File: config.mk
export PLATFORM = sky130hd
export DESIGN_NAME = tlrs_seq
export DESIGN_NICKNAME = d
export VERILOG_FILES = /design/src/hdl/tlrs_pkg.sv /design/src/hdl/tlrs_seq.sv
export SDC_FILE = /design/constraint.sdc
export NUM_CORES = 1
export LEC_CHECK = 0
export BUFFER_PORTS_ARGS = -buffer_cell sky130_fd_sc_hd__buf_2
export CORE_UTILIZATION = 45
export CTS_BUF_LIST = sky130_fd_sc_hd__clkbuf_4 sky130_fd_sc_hd__clkbuf_8
export CTS_CLUSTER_DIAMETER = 40
export DETAILED_ROUTE_END_ITERATION = 7
export GPL_TIMING_DRIVEN = 0
export PLACE_DENSITY = 0.69
export SYNTH_ARGS = -nofsm -noshare
export SYNTH_HDL_FRONTEND = slang
export SYNTH_SLANG_ARGS = --single-unit
File: constraint.sdc
create_clock -name clk -period 6.1 [get_ports clk]
set_clock_uncertainty 0.2 [all_clocks]
set_input_delay 1.22 -clock clk [delete_from_list [all_inputs] [get_ports clk]]
set_output_delay 1.22 -clock clk [all_outputs]
set_load 0.02 [all_outputs]
File: src/hdl/tlrs_pkg.sv
// Shared types and constants for the timestamped log range search core.
`default_nettype none
package tlrs_pkg;

  localparam int unsigned DEFAULT_LOG_DEPTH = 1024;
  localparam int unsigned TIME_W = 32;
  localparam int unsigned NUM_W = 32;
  localparam int unsigned STATUS_W = 2;

  localparam logic OP_APPEND = 1'b0;
  localparam logic OP_FIND = 1'b1;

  localparam logic [STATUS_W-1:0] ST_OK = 2'd0;
  localparam logic [STATUS_W-1:0] ST_NOT_FOUND = 2'd1;
  localparam logic [STATUS_W-1:0] ST_EMPTY = 2'd2;

  typedef struct packed {
    logic done;
    logic not_found;
  } tlrs_seq_status_t;

endpackage
`default_nettype wire

File: src/hdl/tlrs_seq.sv
// Find sequencer: span checks and binary search over the ring through one compare unit.
`default_nettype none
module tlrs_seq #(
  parameter int unsigned LOG_DEPTH = tlrs_pkg::DEFAULT_LOG_DEPTH
) (
  input  wire logic                               clk,
  input  wire logic                               rst,
  input  wire logic                               start,
  input  wire logic [tlrs_pkg::TIME_W-1:0]        query_time,
  input  wire logic [$clog2(LOG_DEPTH+1)-1:0]     fill,
  input  wire logic [$clog2(LOG_DEPTH)-1:0]       oldest_slot,
  output logic      [$clog2(LOG_DEPTH)-1:0]       rd_addr,
  input  wire logic [tlrs_pkg::TIME_W-1:0]        rd_data,
  output tlrs_pkg::tlrs_seq_status_t              stat,
  output logic      [$clog2(LOG_DEPTH)-1:0]       found_pos
);
  import tlrs_pkg::*;

  localparam int unsigned AW = $clog2(LOG_DEPTH);
  localparam int unsigned FW = $clog2(LOG_DEPTH + 1);
  localparam logic [AW:0] DEPTH_S = (AW + 1)'(LOG_DEPTH);

  localparam logic [2:0] S_IDLE     = 3'd0;
  localparam logic [2:0] S_OLD_ADDR = 3'd1;
  localparam logic [2:0] S_OLD_CHK  = 3'd2;
  localparam logic [2:0] S_NEW_CHK  = 3'd3;
  localparam logic [2:0] S_MID      = 3'd4;
  localparam logic [2:0] S_BIN_ADDR = 3'd5;
  localparam logic [2:0] S_BIN_CHK  = 3'd6;

  logic [2:0]        state;
  logic [TIME_W-1:0] query;
  logic [AW-1:0]     lo;
  logic [AW-1:0]     hi;
  logic [AW-1:0]     rd_pos;
  logic              done;
  logic              not_found;

  logic [AW-1:0]     mid;
  logic [AW:0]       slot_sum;
  logic [AW-1:0]     last_pos;
  logic              d_lt_q;
  logic              d_gt_q;

  // shared compare unit: stored time against the query
  assign d_lt_q = (rd_data < query);
  assign d_gt_q = !d_lt_q && (rd_data != query);

  assign mid      = lo + ((hi - lo) >> 1);
  assign last_pos = AW'(fill - FW'(1));

  // ring position to slot, sum stays below twice the depth
  assign slot_sum = {1'b0, oldest_slot} + {1'b0, rd_pos};
  assign rd_addr  = (slot_sum >= DEPTH_S) ? AW'(slot_sum - DEPTH_S) : slot_sum[AW-1:0];

  assign stat.done      = done;
  assign stat.not_found = not_found;
  assign found_pos      = lo;

  always_ff @(posedge clk) begin
    if (rst) begin
      state     <= S_IDLE;
      done      <= 1'b0;
      not_found <= 1'b0;
    end else begin
      done <= 1'b0;
      unique case (state)
        S_IDLE: begin
          if (start) begin
            state <= S_OLD_ADDR;
          end
        end
        S_OLD_ADDR: begin
          state <= S_OLD_CHK;
        end
        S_OLD_CHK: begin
          if (d_gt_q) begin
            done      <= 1'b1;
            not_found <= 1'b1;
            state     <= S_IDLE;
          end else begin
            state <= S_NEW_CHK;
          end
        end
        S_NEW_CHK: begin
          if (d_lt_q) begin
            done      <= 1'b1;
            not_found <= 1'b1;
            state     <= S_IDLE;
          end else begin
            state <= S_MID;
          end
        end
        S_MID: begin
          if (lo < hi) begin
            state <= S_BIN_ADDR;
          end else begin
            done      <= 1'b1;
            not_found <= 1'b0;
            state     <= S_IDLE;
          end
        end
        S_BIN_ADDR: begin
          state <= S_BIN_CHK;
        end
        S_BIN_CHK: begin
          state <= S_MID;
        end
        default: begin
          state <= S_IDLE;
        end
      endcase
    end
  end

  // search window and read position
  always_ff @(posedge clk) begin
    unique case (state)
      S_IDLE: begin
        if (start) begin
          query  <= query_time;
          lo     <= '0;
          hi     <= last_pos;
          rd_pos <= '0;
        end
      end
      S_OLD_ADDR: begin
        rd_pos <= hi;
      end
      S_MID: begin
        if (lo < hi) begin
          rd_pos <= mid;
        end
      end
      S_BIN_CHK: begin
        if (d_lt_q) begin
          lo <= rd_pos + AW'(1);
        end else begin
          hi <= rd_pos;
        end
      end
      default: begin
      end
    endcase
  end

endmodule
`default_nettype wire

==> qor.yml <==
place_congestion: 0.8253
synth_cell_types: 61
r2r_end: "rd_pos[8]"
r2r_start: "found_pos[1]"
rows: 37
fp.dieH_um: 104.8
crit_required_ps: 4680
synthToLayoutAreaGrowth_pct: 19.45
wl_per_cell_um: 13.81
fin_setup_tns_ps: 0
rrSetupSlack_ps: 2440
grt_pass1_vias: 3632
synth_seq_cells: 67
cts_resized: 0
critPathArrivalTime_ps: 3250
worst-path-buf-inv: 2
crit_chain: "buf_2 > ha_1 > a21o_1 > a21oi_1 > o21bai_1 > a2111oi_2 > o31ai_1 > a21oi_1 > xnor2_1 > buf_2"
clock_latency_ps: 360
port_buffers: 108
grt_busiest_layer: "met2"
dpl_cell_area_sq_um: 5470
grt_usage_pct: 19.31
min_from: "not_found"
h-tree-depth: 3
drt_iter0_drc: 202
maxCapViolCount: 0
worst_pin_slew_ps: 1193
fin_ws_ps: 1434
setup_viol: 0
initial_utilization_pct: 46.31
antenna_cells: 0
met1_usage_pct: 23.83
min_period_over_period_pct: 76.50
grt.overflow.total: 0
synth_top_area_share_pct: 39.12
clockBufferDepth: 2
fp.coreArea_sq_um: 10280
nNetsFinal: 738
final_area_sq_um: 5685
cellPowerDensity_nw_per_um2: 254.8
synth_edf_count: 62
synth_cells: 463
outcome: "finished clean"
fmax_mhz: 214.3
clk_pin_slew_ps: 70
cp_max_fo: 2
grt_max_degree: 33
synth.largest_area_cell: "edfxtp_1"
ys_async_sr_fraction_pct: 0
post-route-min-period_ps: 4666
syn_area_per_cell_sq_um: 10.28
grt.met3_usage_pct: 5.053
num_vias: 3724
rsz0062_at_grt: "false"
holdBufCountCts: 0
drive_above_1_share_pct: 25.59
grt_use_met2_pct: 32.69
hold_path_depth: 2
synthFlopType: "edfxtp_1"
max-vdd-ir-drop_mv: 0.1539
critPathMaxStageDelay_ps: 450
dpl.hpwl_mm: 8.241
drtPass1Iterations: 4
numClockSinks: 67
yosys_warnings: 0
syn-cell-area_sq_um: 4760
cts_tree: "built"
dp_slack_ps: 1431
num_io_pins: 110
min_to: "not_found"
final_antenna_net_count: 0
slew_headroom_pct: 20.39
synth_area_leaders: "edfxtp_1, ha_1, inv_1"
hold_viol: 0
path_delay_family: "compound AO/OA/AOI/OAI gates"
power_uw: 1449
worstSetupPathType: "input port to output pin"
p_leak_uw: 0.002625
fp.dieW_um: 104.8
antenna_found_initial: 0
viasPerCell: 5.129
dieArea_sq_um: 10990
synth.net_count: 616
cts_setup_buffers: 0
worst_setup_path_end_kind: "output pin"
slew_viol_final: 0
cts_made_buffers: 9
root_buffer: "clkbuf_8"
ys_seq_area_share_pct: 41.22
startpoint_type: "input port"
grt_pass1_wl_mm: 16.53
rr_worst_depth: 15
drt-total-wl_mm: 10.03
min_path_type: "register to register"
post-route-drc-count: 0
crit_slowest_cell: "a2111oi_2"
## area by class of cell
class / instances / area (sq um)
well taps: 136 / 170.2
plain buffers: 10 / 47.55
flip-flops and latches: 67 / 1962
multi-input cells: 323 / 2514
repair buffers: 111 / 558.0
inverters: 63 / 236.5
clock buffers: 10 / 131.4
fillers: 913 / 4592
clock inverters: 6 / 66.31
## flip-flops by register name, summed over array words and instances, names as in the netlist
signal     flops
hi            10
query         32
done           1
found_pos     10
not_found      1
state          3
rd_pos        10
## per-layer routing
metal / part of all wire, % / up-vias / wire length (um)
met5: 0 / - / 0
met3: 5.5 / 15 / 554
met4: 1.8 / 0 / 176
met2: 48 / 106 / 4786
li1: - / 1896 / -
met1: 45 / 1707 / 4511
## cell families (layout without fill, tap and decap cells)
| group | Yosys count | count (layout) | synth area share (%) |
|---|---|---|---|
| flops | 67 | 67 | 41.22 |
| simple gates | 118 | 118 | 13.30 |
| compound gates | 100 | 100 | 14.51 |
| xor+xnor | 38 | 38 | 6.993 |
| mux | 2 | 2 | 0.4469 |
| buf+inv | 73 | 200 | 5.967 |
| fa+ha+maj | 65 | 65 | 17.56 |
## layout by cell type (no fill, tap or decap), types with 3 or more instances in the layout
master      count
o21bai_1        5
nor2b_1         7
dfxtp_1         5
a21o_1          6
ha_1           62
nor3_1         10
fa_1            3
nand2b_1        4
clkinvlp_4      3
o21ai_0        13
and3_1          4
a22o_1         10
o21a_1          3
clkbuf_8        9
edfxtp_1       62
buf_2         112
nor2_1         34
a31oi_1         3
inv_1          63
nand4_1         8
a21oi_1        39
nand2_1        22
xor2_1         17
or2_2           3
nand3_1        11
xnor2_1        21
clkbuf_1        6
## per-stage QoR
step | std cells | hold slack, ps | util (%)
floorplan | 463 | 257.5 | -
global placement | 707 | 271.3 | 53.23
detailed placement | 707 | 275.6 | 53.23
CTS | 723 | 289.5 | 55.15
global route | 726 | 320.1 | 55.32
finish | 726 | 286.2 | 55.32
## worst max-delay path by stage
stage	endpoint	startpoint	slack [ps]	depth (start not counted)
after floorplan	rd_addr[9]	oldest_slot[1]	1790	8
after global placement	rd_addr[9]	oldest_slot[1]	1490	10
after detailed placement	rd_addr[9]	oldest_slot[1]	1430	10
after CTS	rd_addr[9]	oldest_slot[1]	1420	10
after global routing	rd_addr[9]	oldest_slot[1]	1260	10
final	rd_addr[9]	oldest_slot[1]	1430	10
## power breakdown
part           total, uW  leakage [uW]  internal, uW  switching [uW]
clock network        367     0.0000919           193             174
logic                495       0.00189           214             281
registers            587      0.000646           554            33.1
total               1450       0.00262           960             488
## synth_stat cells, drive strengths merged (10+ instances only)
master and instances:
nor3 11, a21oi 40, edfxtp 62, a22o 10, xor2 17, xnor2 21, o21ai 13, nand2 22
ha 62, nor2 34, inv 63, nand3 11
## worst min-delay path, delay by kind of cell, from the launching register on
kind,cells,cell delay (ps)
flops,1,310
simple gates,1,70
compound gates,1,60
(Power assumes the default switching activity.)
